[config.mk]
export PLATFORM = sky130hd
export DESIGN_NAME = far_front
export DESIGN_NICKNAME = d
export VERILOG_FILES = /design/src/hw/rtl/far_pkg.sv /design/src/hw/rtl/far_front.sv
export SDC_FILE = /design/constraint.sdc
export NUM_CORES = 1
export LEC_CHECK = 0
export ABC_AREA = 1
export BUFFER_PORTS_ARGS = -buffer_cell sky130_fd_sc_hd__buf_4
export CORE_MARGIN = 5
export CORE_UTILIZATION = 30
export CTS_BUF_LIST = sky130_fd_sc_hd__clkbuf_8
export DETAILED_ROUTE_END_ITERATION = 8
export PLACE_DENSITY = 0.54
export SLEW_MARGIN = 5
export SYNTH_ARGS = -nofsm -noshare
export SYNTH_HDL_FRONTEND = slang
export SYNTH_SLANG_ARGS = --single-unit
[constraint.sdc]
create_clock -name clk -period 9.3 [get_ports clk]
set_clock_uncertainty 0.15 [all_clocks]
set_input_delay 0.465 -clock clk [delete_from_list [all_inputs] [get_ports clk]]
set_output_delay 0.465 -clock clk [all_outputs]
set_load 0.01 [all_outputs]
[src/hw/rtl/far_pkg.sv]
// ---------------------------------------------------------------------------
// far_pkg: shared types and constants for the frame average rotate core
// Holds register indexes and the front-to-back work descriptor.
// ---------------------------------------------------------------------------
`default_nettype none
package far_pkg;
  localparam int CfgIdxBits = 2;
  localparam logic [CfgIdxBits-1:0] RegImageWidth = 2'd0;
  localparam logic [CfgIdxBits-1:0] RegImageHeight = 2'd1;
  localparam logic [CfgIdxBits-1:0] RegFramesToAverage = 2'd2;
  localparam int DimBits = 11;
  localparam int CountBits = 8;
  localparam int AddrBits = 20;
  localparam int PixBits = 16;
  // largest image, sets the store depth and the address width
  localparam int MaxWidth = 1024;
  localparam int MaxHeight = 1024;

  // one classified pixel handed from front to back
  typedef struct packed {
    logic [PixBits-1:0]   pixel;
    logic [AddrBits-1:0]  addr;
    logic [CountBits-1:0] count;
    logic                 complete;
    logic                 last;
  } far_work_t;
endpackage
`default_nettype wire

[src/hw/rtl/far_front.sv]
// ---------------------------------------------------------------------------
// far_front: position tracking and address generation
// Tracks column, row and frame count, emits one work descriptor per pixel.
// ---------------------------------------------------------------------------
`default_nettype none
module far_front
  import far_pkg::*;
#(
  parameter int PIXEL_BITS = 16
) (
  input  wire logic                 clk,
  input  wire logic                 rst,
  input  wire logic                 in_valid,
  output logic                      in_ready,
  input  wire logic [PixBits-1:0]   in_pixel,
  input  wire logic [DimBits-1:0]   image_width,
  input  wire logic [DimBits-1:0]   image_height,
  input  wire logic [CountBits-1:0] frames_to_average,
  output logic                      wk_valid,
  input  wire logic                 wk_ready,
  output far_work_t                 wk
);
  localparam int ColBits = $clog2(MaxWidth);
  localparam int RowBits = $clog2(MaxHeight);
  localparam int DepthBits = ColBits + RowBits;
  localparam logic [DimBits+1:0] MaxW = (DimBits+2)'(MaxWidth);
  localparam logic [DimBits+1:0] MaxH = (DimBits+2)'(MaxHeight);
  localparam logic [PixBits-1:0] PixMask = PixBits'((32'd1 << PIXEL_BITS) - 1);

  logic [DimBits+1:0] col, row, col_next, row_next;
  logic [CountBits-1:0] frames;
  logic [DimBits+1:0] w, h, cc, rr;
  logic [CountBits-1:0] total;
  logic [2*DimBits+3:0] prod;
  logic [DepthBits-1:0] addr;
  logic last, complete, take;

  always_comb begin
    w = {2'b0, image_width};
    if (w == '0) w = (DimBits+2)'(1);
    else if (w > MaxW) w = MaxW;
    h = {2'b0, image_height};
    if (h == '0) h = (DimBits+2)'(1);
    else if (h > MaxH) h = MaxH;
    total = (frames_to_average == '0) ? CountBits'(1) : frames_to_average;
    cc = col;
    rr = row;
    if (col >= w || row >= h) begin
      cc = '0;
      rr = '0;
    end
    prod = (2*DimBits+4)'(w - 1 - cc) * (2*DimBits+4)'(h) + (2*DimBits+4)'(rr);
    addr = DepthBits'(prod);
    last = (cc == w - 1) && (rr == h - 1);
    complete = ({1'b0, frames} + 1) >= {1'b0, total};
    col_next = cc + 1'b1;
    row_next = rr;
    if (cc + 1 >= w) begin
      col_next = '0;
      row_next = (rr + 1 < h) ? rr + 1'b1 : '0;
    end
  end

  assign in_ready = !wk_valid || wk_ready;
  assign take = in_valid && in_ready;

  always_ff @(posedge clk) begin
    if (rst) begin
      col <= '0;
      row <= '0;
      frames <= '0;
      wk_valid <= 1'b0;
    end else begin
      if (wk_valid && wk_ready) wk_valid <= 1'b0;
      if (take) begin
        wk_valid <= 1'b1;
        col <= col_next;
        row <= row_next;
        if (last) frames <= complete ? '0 : frames + 1'b1;
      end
    end
  end

  always_ff @(posedge clk) begin
    if (take) begin
      wk.pixel <= in_pixel & PixMask;
      wk.addr <= AddrBits'(addr);
      wk.count <= frames;
      wk.complete <= complete;
      wk.last <= last;
    end
  end

  a_frames_range: assert property (@(posedge clk) disable iff (rst)
    frames < 8'd255)
    else $error("frame count out of range");
  a_hold: assert property (@(posedge clk) disable iff (rst)
    wk_valid && !wk_ready |=> wk_valid && $stable(wk))
    else $error("work lost under stall");
  a_valid_src: assert property (@(posedge clk) disable iff (rst)
    wk_valid |-> $past(wk_valid) || $past(take))
    else $error("unexpected work");
endmodule
`default_nettype wire

==> metrics <==
Resized cells post-CTS=0; post-route ant nets=0; total number of vias=10300; vias in the first global route=~10000; Root Driver=clkbuf_8; Worst-path clk slew=roughly 0.1 ns; Row Count=72; ys async rst share=0; Final min period=approximately 8.6 ns; Worst path slowest cell=fa_1; clock latency on the worst-skew pair=about 0.4 ns; dpl cells=between 2000 and 2500; I/O Buffers=between 90 and 100; H-tree lvl count=3; total grt overflow=0; worst reg-to-reg setup slack=around 1.2 ns; Sink Count=between 80 and 90; GR Util All Layers=0.156; WHS Endpoint=wk[40]; worst hold path class=in2reg; Avg Cell Area, Syn=about 7.5 um^2; worst hold start=in_pixel[10]; Seq/Total Area, Yosys=0.178; commonest non-fill, non-tap cell in the layout=nand2_1; Post-CTS Setup Inserts=0; initial core utilization=0.303; TNS Setup=0 ns; commonest non-fill, non-tap cells in the layout=nand2_1, inv_1, nor2_1; Slew headroom=0.326; Worst VDD drop=~0.00017 V; Final Net Count=approximately 2000; hold buffer count at CTS=0; drt drc=0; 1st-pass router iterations=5; initial drt markers=between 500 and 600; DPL Wire Length=27900 um; top cells by area, synth=fa_1, ha_1, edfxtp_1; reg2reg end=wk[27]; R2R depth=36; status=finished, final reports clean; delay of the slowest cell on the worst path=approximately 0.54 ns; crit-path max FO=13; layout cells sized above 1=0.125; total CTS buffers=9; prevailing post-synth register cell=edfxtp_1; pin count of the biggest net entering global routing=81; area growth from synthesis to layout=14.4%; DIE AREA=around 43000 um^2; Final Hold Vio Count=0; yosys synthesis warning count=0; CP Class=in2reg; die width=between 200 and 250 um; Leakage=around 6.7 nW; Synth Cell Area=11700 um^2; Synth Instances=1570; period utilization=0.927; Cells on Worst Hold Path=1; WP data required=9.31 ns; Finished Layout Cells=~2200; Clock Path Buffers=2; Distinct cells, synth=50; leading area contributor after synthesis=fa_1; post-DR vias/cell=approximately 4.7; RSZ-0062 raised after global routing=no; top cell type's share of synthesized area=0.212; gpl congestion=slightly above 0.9; Core ar.=roughly 39000 um^2; drt wl/cell=roughly 15 um; Critical Path Start=image_width[4]; pwr dens=235 nW/um^2; final WL=33600 um; number of flops mapped to enable cells by yosys=46; Pins Over Slew Limit=0; CTS tree=built; number of synthesized register bits=81; Die Ht=roughly 210 um; Final setup viols=0; Reg-to-Reg Start=row[6]; Ports=98; max_cap viols=0; initial antenna violation count=0; global-route wire length before repair=54600 um; FILL cells=just over 4000; Worst Setup End Kind=register; f_max=approximately 0.12 GHz; Slew @ Worst Pin=between 1 and 1.5 ns; WP data arrival=8.63 ns; startpoint types=input port
-- synth_stat cells (6+ instances only) --
| master | n |
|---|---|
| o21ai_0 | 39 |
| ha_1 | 113 |
| dfxtp_1 | 35 |
| clkbuf_1 | 13 |
| xor2_1 | 44 |
| nand3_2 | 7 |
| nand4_1 | 21 |
| nor2_2 | 7 |
| edfxtp_1 | 46 |
| xnor2_1 | 11 |
| nand2_1 | 366 |
| a21oi_1 | 66 |
| fa_1 | 124 |
| nor3_1 | 16 |
| inv_2 | 13 |
| nand2_2 | 18 |
| a31oi_1 | 8 |
| nand3_1 | 88 |
| o21bai_1 | 6 |
| nor2_1 | 149 |
| inv_1 | 317 |
-- worst max path at each step --
stage | to | cells past startpoint
detailed placement | wk[28] | 46
global placement | wk[28] | 46
floorplan | wk[28] | 45
global route | wk[29] | 44
CTS | wk[28] | 44
finish | wk[27] | 41
-- worst max-delay path, delay by kind of cell --
kind / cells / cell delay [ns]
buffers and inverters: 9 / 0.73
adders and majority gates: 9 / 3.83
AOI/OAI and AO/OA: 9 / 1.49
and+or+nand+nor: 12 / 1.66
xor gates and xnor gates: 2 / 0.42
-- cell type report --
class / count / area [um^2] / area share
clock buffer: 10 / 138 / 0.0103
inverter: 334 / 1250 / 0.0937
antenna: 1 / 2.50 / 0.000187
multi-input combinational: 1132 / 8270 / 0.617
timing repair buffer: 128 / 961 / 0.0718
clock inverter: 6 / 38.8 / 0.00290
sequential: 81 / 2080 / 0.155
tap: 518 / 648 / 0.0484
-- layer usage --
layer | part of all wire | up-vias | track usage
met3 | 0.039 | 56 | 0.0181
met2 | 0.47 | 222 | 0.260
met4 | 0.028 | 0 | 0.0529
li1 | - | 5108 | -
met1 | 0.46 | 4956 | 0.210
met5 | 0 | - | 0
-- cells by family (layout without fill, tap and decap cells) --
family	after synthesis	in the layout	synth area share
buf+inv	360	478	0.120
other cells	2	6	0.000642
simple gates	691	691	0.256
xor+xnor	55	55	0.0412
flops	81	81	0.178
fa+ha+maj	237	237	0.333
compound gates	144	144	0.0716
-- stage by stage --
| step | setup WS [ns] | area (um^2) | hold WS (ns) | power, mW | util |
|---|---|---|---|---|---|
| finish | 0.676 | 13400 | 0.0793 | 3.15 | 0.347 |
| global route | 0.0291 | 13400 | 0.0528 | 3.56 | 0.346 |
| CTS | 0.352 | 13400 | 0.0377 | 3.19 | 0.345 |
| detailed placement | -0.133 | 13200 | 0.275 | 2.91 | 0.341 |
| global placement | 0.0353 | 13200 | 0.274 | 2.90 | 0.341 |
| floorplan | 0.742 | 11700 | 0.258 | 2.33 | - |
-- state kept, by name, summed over array words and instances, names as in the netlist --
signal    flops
row          13
col          13
wk           46
wk_valid      1
frames        8
-- power breakdown --
part           internal (mW)  switching [mW]  total (mW)
clock network          0.105           0.153       0.257
registers              0.533          0.0205       0.553
logic                  0.948            1.39        2.34
total                   1.59            1.57        3.15
Power figures use the tool's default switching activity.
