<file path="config.mk">
export PLATFORM = sky130hd
export DESIGN_NAME = far_queue
export DESIGN_NICKNAME = d
export VERILOG_FILES = /design/src/hw/rtl/far_pkg.sv /design/src/hw/rtl/far_queue.sv
export SDC_FILE = /design/constraint.sdc
export NUM_CORES = 1
export LEC_CHECK = 0
export ABC_AREA = 1
export ABC_CLOCK_PERIOD_IN_PS = 4000
export BUFFER_PORTS_ARGS = -buffer_cell sky130_fd_sc_hd__buf_4
export CAP_MARGIN = 20
export CORE_ASPECT_RATIO = 2
export CORE_MARGIN = 5
export CORE_UTILIZATION = 52
export CTS_CLUSTER_DIAMETER = 120
export DETAILED_ROUTE_END_ITERATION = 10
export PLACE_DENSITY = 0.79
export SYNTH_ARGS = -nofsm -noshare
export SYNTH_HDL_FRONTEND = slang
export SYNTH_SLANG_ARGS = --single-unit
</file>
<file path="constraint.sdc">
create_clock -name clk -period 4 [get_ports clk]
set_input_delay 0.2 -clock clk [delete_from_list [all_inputs] [get_ports clk]]
set_output_delay 0.2 -clock clk [all_outputs]
set_load 0.01 [all_outputs]
</file>
<file path="src/hw/rtl/far_pkg.sv">
// ---------------------------------------------------------------------------
// far_pkg: shared types and constants for the frame average rotate core
// Holds register indexes and the front-to-back work descriptor.
// ---------------------------------------------------------------------------
`default_nettype none
package far_pkg;
  localparam int CfgIdxBits = 2;
  localparam logic [CfgIdxBits-1:0] RegImageWidth = 2'd0;
  localparam logic [CfgIdxBits-1:0] RegImageHeight = 2'd1;
  localparam logic [CfgIdxBits-1:0] RegFramesToAverage = 2'd2;
  localparam int DimBits = 11;
  localparam int CountBits = 8;
  localparam int AddrBits = 20;
  localparam int PixBits = 16;
  // largest image, sets the store depth and the address width
  localparam int MaxWidth = 1024;
  localparam int MaxHeight = 1024;

  // one classified pixel handed from front to back
  typedef struct packed {
    logic [PixBits-1:0]   pixel;
    logic [AddrBits-1:0]  addr;
    logic [CountBits-1:0] count;
    logic                 complete;
    logic                 last;
  } far_work_t;
endpackage
`default_nettype wire

</file>
<file path="src/hw/rtl/far_queue.sv">
// ---------------------------------------------------------------------------
// far_queue: short work queue between front and back
// Two-entry fifo so either side can stall on its own.
// ---------------------------------------------------------------------------
`default_nettype none
module far_queue
  import far_pkg::*;
(
  input  wire logic      clk,
  input  wire logic      rst,
  input  wire logic      s_valid,
  output logic           s_ready,
  input  wire far_work_t s_data,
  output logic           m_valid,
  input  wire logic      m_ready,
  output far_work_t      m_data
);
  far_work_t mem [2];
  logic wp, rp;
  logic [1:0] cnt;
  logic push, pop;

  assign s_ready = cnt != 2'd2;
  assign m_valid = cnt != 2'd0;
  assign m_data = mem[rp];
  assign push = s_valid && s_ready;
  assign pop = m_valid && m_ready;

  always_ff @(posedge clk) begin
    if (rst) begin
      wp <= 1'b0;
      rp <= 1'b0;
      cnt <= '0;
    end else begin
      if (push) wp <= !wp;
      if (pop) rp <= !rp;
      cnt <= cnt + {1'b0, push} - {1'b0, pop};
    end
  end

  always_ff @(posedge clk) begin
    if (push) mem[wp] <= s_data;
  end

  a_cnt: assert property (@(posedge clk) disable iff (rst) cnt <= 2'd2)
    else $error("queue overflow");
endmodule
`default_nettype wire

</file>
==> flow_summary_export.csv, run 1 <==
group,metric,value,unit
floorplanning,start_util,52.6,%
worst_setup_path,arrival,2250,ps
outcome,status,"finished clean",
worst_setup_path,r2r_cells,5,
clock_tree,path_clk_slew,60,ps
pwr,p_seq_share,46.8,%
detailed_routing,vias,1863,
yosys,synth.area.top_cells,"edfxtp_1, mux2_4, dfxtp_1",
pwr,p_int,2.18,mW
sta,fin_setup_tns,0,ps
detailed_routing,drt_iter0_drc,78,
global_routing,grt_pass1_wl,9.26,mm
clock_tree,cts_root_buffer,"clkbuf_16",
worst_setup_path,r2r_slack,2040,ps
pwr,combPwrFrac,27.9,%
pwr,clock_power_share,25.3,%
worst_setup_path,worst_ep_required_time,3800,ps
floorplanning,pin_count,98,
clock_tree,h-tree-depth,3,
sta,setup_viol,0,
global_routing,antenna_found_initial,0,
hold_path,hp-start,"s_data[2]",
detailed_routing,detail_route.first_pass.iterations,4,
clock_tree,insertion_delay,330,ps
floorplanning,die_w,70.1,um
global_routing,grt_start_max_net_pins,28,
worst_setup_path,end_kind,"primary output",
yosys,synthDistinctLibCells,16,
yosys,avgSynthCellArea,21.0,um2
layout,fin_cells,382,
worst_setup_path,start_kind,"flop",
hold_path,worstHoldPathCells,1,
layout,nets,336,
place,dpl.hpwl,4.34,mm
pwr,switching_share,26.0,%
place,dp_cells,366,
sta,finalHoldViolations,0,
worst_setup_path,crit_type,"reg -> out",
pwr,p_per_area,611,mW/mm2
layout,multi_input_area,793,um2
clock_tree,cts_setup_buffers,0,
worst_setup_path,r2r-end,"mem[1][37]",
clock_tree,clockBufferDepth,2,
floorplanning,dieArea,0.00914,mm2
clock_tree,cts_buffers,9,
detailed_routing,drt-vias-per-instance,4.88,
yosys,synthCells,179,
worst_setup_path,critPathMaxFanout,27,
sta,fin_crit,2450,ps
hold_path,hold_end,"mem[1][2]",
layout,seq_area,0.00286,mm2
detailed_routing,drcViolationCount,0,
floorplanning,core_area,0.00716,mm2
detailed_routing,final_antenna_net_count,0,
global_routing,overflow,0,
sta,skew,3.75,ps
layout,layout_commonest_cell,"buf_4",
clock_tree,hold_buffers,0,
layout,synthToLayoutAreaGrowth,28.1,%
global_routing,grt_pass1_vias,1899,
place,numPortBuffers,97,
clock_tree,cts_tree,"built",
clock_tree,post_cts_resized,0,
sta,worst_pin_slew,886,ps
layout,nFillCells,506,
yosys,syn_area,0.00376,mm2
flow_run,maxCapViolations,0,
floorplanning,floorplan.rows,44,
pwr,ir_drop,0.454,mV
sta,fin_crit_sh,61.2,%
detailed_routing,wl,6.08,mm
detailed_routing,drt-wirelength-per-cell,15.9,um
layout,most-common-layout-cells,"buf_4, edfxtp_1, mux2_4, clkbuf_16, inv_1",
hold_path,worstHoldPathType,"in -> reg",
sta,grt_setup_unrepaired,"no",
yosys,synthesis.nets,230,
layout,drive_gt1_share,56.9,%
global_routing,track_usage,13.6,%
sta,maxSlewViolCount,0,
layout,antennaDiodeCount,0,
yosys,synth.top_cell.area_share,73.4,%
worst_setup_path,rr_startpoint,"cnt[0]",
place,place.gp.congestion,0.760,
yosys,ys_warn_count,0,
yosys,synth_top_cell_by_area,"edfxtp_1",
pwr,switchingPower,764,uW
sta,max_freq,408,MHz
floorplanning,die_h,130,um
yosys,synth-seq-cells,97,
clock_tree,cts_sinks,97,
sta,slew_headroom,40.9,%
pwr,p_leak,1.91,nW
yosys,synth-seq-area-share,76.1,%
## worst max-delay path by stage
| stage | start | end | slack, ps | cells past startpoint |
|---|---|---|---|---|
| after floorplan | cnt[0] | mem[1][0] | 960 | 4 |
| after global placement | flop | m_data[2] | 1910 | 3 |
| after detailed placement | flop | m_data[0] | 1870 | 3 |
| after CTS | flop | m_data[0] | 1500 | 3 |
| after global routing | flop | m_data[0] | 1440 | 3 |
| final | flop | m_data[0] | 1550 | 3 |
## state kept, by name, indices dropped and copies added, names as in the netlist, named ones only
name  flops
cnt       2
rp        1
mem      92
wp        1
## Yosys cell counts
cell type  instances
inv_1              8
ha_1               1
nor2_2             1
xnor2_1            1
nand2_2            1
buf_6              1
a21oi_1            2
edfxtp_1          92
nand2_1            7
nor2_1             8
dfxtp_1            5
nor3_1             1
nand3_1            1
mux2_2             6
mux2_4            40
buf_12             4
## cell families (layout without fill, tap and decap cells)
family / count (synthesis) / count (layout) / share of synthesized area, %
and+or+nand+nor: 19 / 19 / 2.10
buffers and inverters: 13 / 124 / 3.23
xor gates and xnor gates: 1 / 1 / 0.233
DFF: 97 / 97 / 76.1
adders and majority gates: 1 / 1 / 0.333
muxes: 46 / 46 / 17.8
AOI/OAI and AO/OA: 2 / 2 / 0.266
## layer usage
metal	vias to the layer above	GRT usage [%]	wire length [um]
met5	-	0	0
met4	0	5.08	97
met1	876	16.2	2330
met3	8	5.63	548
met2	89	22.1	3110
li1	890	-	-
## critical path, cell delays in order, from the launching register on
cell and delay (ps):
dfxtp_2 910, buf_4 460, mux2_2 390, buf_4 140
## stage by stage
step           area [um2]  power [mW]  setup slack [ps]  hold WS [ps]  utilization [%]
6_report             4820        2.94              1550          49.7             67.3
5_1_grt              4820        3.08              1440          34.5             67.3
4_1_cts              4820        2.98              1500          36.9             67.3
3_5_place_dp         4550        2.23              1870           387             63.6
3_3_place_gp         4550        2.21              1910           377             63.6
2_1_floorplan        3760        1.92               958           271                -
## power by group through the flow
stage	clock network [mW]	registers, mW	logic [mW]
after floorplan	0	1.35	0.574
after global placement	0	1.39	0.818
after detailed placement	0	1.40	0.832
after CTS	0.763	1.38	0.838
after global routing	0.804	1.40	0.883
final	0.744	1.38	0.821
## cell type report
class	instances	share of cell area (%)
well taps	92	2.39
repair buffers	100	15.6
clock inverters	5	0.675
clock buffers	11	4.83
multi-input cells	69	16.5
flip-flops and latches	97	59.4
inverters	8	0.623
(Power assumes the default switching activity.)
==> run 2: changes to the inputs <==
ABC_AREA = 0   (was 1)
ABC_CLOCK_PERIOD_IN_PS = 2000   (was 4000)
CORE_UTILIZATION = 47   (was 52)
PLACE_DENSITY = 0.76   (was 0.79)
clock period = 2 ns   (was 4 ns; I/O delays follow)
==> run 2 against run 1 <==
  * Synthesized area down 4.2%
  * Power up 91%
  * Die area up 5.4%
  * Largest cell class unchanged
  * Largest power group unchanged
  * Highest routed layer unchanged
==> flow_summary_export.csv, run 2 <==
group,metric,value,unit
worst_setup_path,start_kind,"flop",
yosys,synth_top_cell_by_area,"edfxtp_1",
clock_tree,path_clk_slew,60,ps
layout,regMostFlops,"mem",
global_routing,grt_start_max_net_pins,33,
yosys,synth-seq-cells,97,
worst_setup_path,end_kind,"primary output",
worst_setup_path,cp_cell_sequence,"buf_12 -> mux2_1 -> buf_4",
sta,max_freq,557,MHz
pwr,p_int,4.27,mW
worst_setup_path,critPathMaxFanout,17,
global_routing,overflow,0,
yosys,synth.top_cells.by_count,"edfxtp_1, mux2_1, dfxtp_1",
global_routing,antenna_found_initial,0,
clock_tree,cts_buffers,9,
detailed_routing,final_antenna_net_count,0,
clock_tree,h-tree-depth,3,
pwr,ir_drop,0.809,mV
sta,worst_pin_slew,452,ps
place,dpl.hpwl,4.84,mm
sta,fin_crit,1800,ps
yosys,post-synth-top-count-cell,"edfxtp_1",
yosys,ys_warn_count,0,
floorplanning,floorplan.rows,45,
layout,antennaDiodeCount,0,
sta,grt_setup_unrepaired,"no",
clock_tree,cts_setup_buffers,0,
layout,drive_gt1_share,37.2,%
worst_setup_path,critical_path.slowest_cell,"dfxtp_2",
sta,fin_crit_sh,89.8,%
worst_setup_path,crit_type,"reg -> out",
clock_tree,cts_root_buffer,"clkbuf_16",
floorplanning,core_area,0.00754,mm2
floorplanning,die_h,134,um
floorplanning,die_w,71.9,um
detailed_routing,vias,2091,
outcome,status,"finished clean",
detailed_routing,drcViolationCount,0,
sta,fin_setup_tns,0,ps
yosys,synth.area.top_cells,"edfxtp_1, mux2_1, dfxtp_1",
layout,most-common-layout-cells,"buf_4, edfxtp_1, dlygate4sd3_1, mux2_1, clkbuf_16",
global_routing,track_usage,16.4,%
layout,nets,379,
sta,setup_viol,0,
sta,maxSlewViolCount,0,
detailed_routing,detail_route.first_pass.iterations,4,
yosys,synth-seq-area-share,79.4,%
worst_setup_path,rr_startpoint,"cnt[1]",
detailed_routing,drt_iter0_drc,87,
detailed_routing,wl,7.36,mm
yosys,syn_area,0.00361,mm2
layout,multi_input_area,687,um2
floorplanning,pin_count,98,
sta,slew_headroom,69.9,%
pwr,p_seq_share,45.7,%
clock_tree,cts_tree,"built",
pwr,switching_share,24.0,%
sta,hold_ws,120,ps
place,numPortBuffers,97,
layout,top_regs,"mem x92, cnt x2",
layout,layout_commonest_cell,"buf_4",
flow_run,maxCapViolations,0,
clock_tree,cts_sinks,97,
yosys,synthDistinctLibCells,25,
pwr,combPwrFrac,22.8,%
floorplanning,dieArea,0.00963,mm2
worst_setup_path,arrival,1700,ps
layout,largest_register_ffs,92,
clock_tree,insertion_delay,330,ps
yosys,async_flop_share,0,%
hold_path,hp-start,"s_valid",
sta,finalHoldViolations,0,
layout,synthToLayoutAreaGrowth,46.8,%
yosys,synth-main-ff-cell,"edfxtp_1",
global_routing,grt_pass1_vias,2297,
sta,skew,2.82,ps
detailed_routing,drt-wirelength-per-cell,17.2,um
worst_setup_path,worst_ep_required_time,1900,ps
floorplanning,start_util,47.8,%
yosys,synth.top_cell.area_share,76.6,%
clock_tree,clockBufferDepth,2,
pwr,p_leak,2.01,nW
pwr,clock_power_share,31.5,%
pwr,switchingPower,1.35,mW
detailed_routing,drt-vias-per-instance,4.90,
pwr,p_per_area,1060,mW/mm2
yosys,synthCells,172,
place,place.gp.congestion,0.738,
global_routing,grt_pass1_wl,11.7,mm
yosys,avgSynthCellArea,21.0,um2
yosys,synth_edf_count,92,
layout,nFillCells,498,
worst_setup_path,critPathMaxStageDelay,610,ps
yosys,synthesis.nets,223,
hold_path,worstHoldPathType,"in -> reg",
layout,seq_area,0.00286,mm2
==> run 2: cell count changes after synthesis, moves of 6 or more <==
cell,change
inv_1,-7
mux2_1,+46
mux2_2,-6
mux2_4,-40
nand2_1,-7
==> run 2: path summary, 6_finish.rpt <==
kind,end,slack [ps],cells past startpoint
max reg2reg,mem[0][40],270,4
min reg2reg,flop,520,2
min,wp,120,3
max,m_data[44],200,3
==> run 2: area by class of cell <==
| type | count | share of cell area (%) |
|---|---|---|
| clock inverter | 5 | 1.51 |
| sequential | 97 | 54.1 |
| multi-input combinational | 69 | 13.0 |
| inverter | 1 | 0.142 |
| tap | 94 | 2.22 |
| clock buffer | 11 | 4.40 |
| timing repair buffer | 150 | 24.7 |
==> run 2: stage by stage <==
step / power (mW) / setup slack, ps / area, um2 / util [%] / cells
floorplan: 3.20 / 208 / 3610 / - / 172
global route: 5.86 / 115 / 5300 / 70.2 / 427
CTS: 5.67 / 145 / 5300 / 70.2 / 427
global placement: 3.80 / 376 / 4510 / 59.8 / 364
finish: 5.62 / 204 / 5300 / 70.2 / 427
detailed placement: 3.84 / 280 / 4510 / 59.8 / 364
==> run 2: cell families after synthesis <==
group	after synthesis	share of synthesized area (%)
mux	46	14.4
compound gates	6	1.21
flops	97	79.4
simple gates	15	2.88
xor+xnor	1	0.243
buf+inv	6	1.56
fa+ha+maj	1	0.347
==> run 2: power by group through the flow <==
stage / sequential (mW) / clock [mW] / combinational, mW
after floorplan: 2.55 / 0 / 0.648
after global placement: 2.60 / 0 / 1.21
after detailed placement: 2.61 / 0 / 1.22
after CTS: 2.57 / 1.79 / 1.30
after global routing: 2.59 / 1.89 / 1.38
final: 2.57 / 1.77 / 1.28
==> run 2: critical path, delay by kind of cell (launching register included) <==
kind,cells,cell delay (ps)
flip-flops,1,610
multiplexers,1,370
buffers and inverters,2,380
==> run 2: what timing repair did <==
item / in CTS / in global routing
resized for setup: 0 / 0
hold buffers: 47 / 0
endpoints found under the hold margin: 97 / 0
==> run 2: per-layer routing <==
layer	routed length, um	up-vias	track usage, %
met1	2550	1022	17.3
met3	355	21	4.05
met4	251	0	8.47
li1	-	985	-
met5	0	-	0
met2	4200	63	29.1
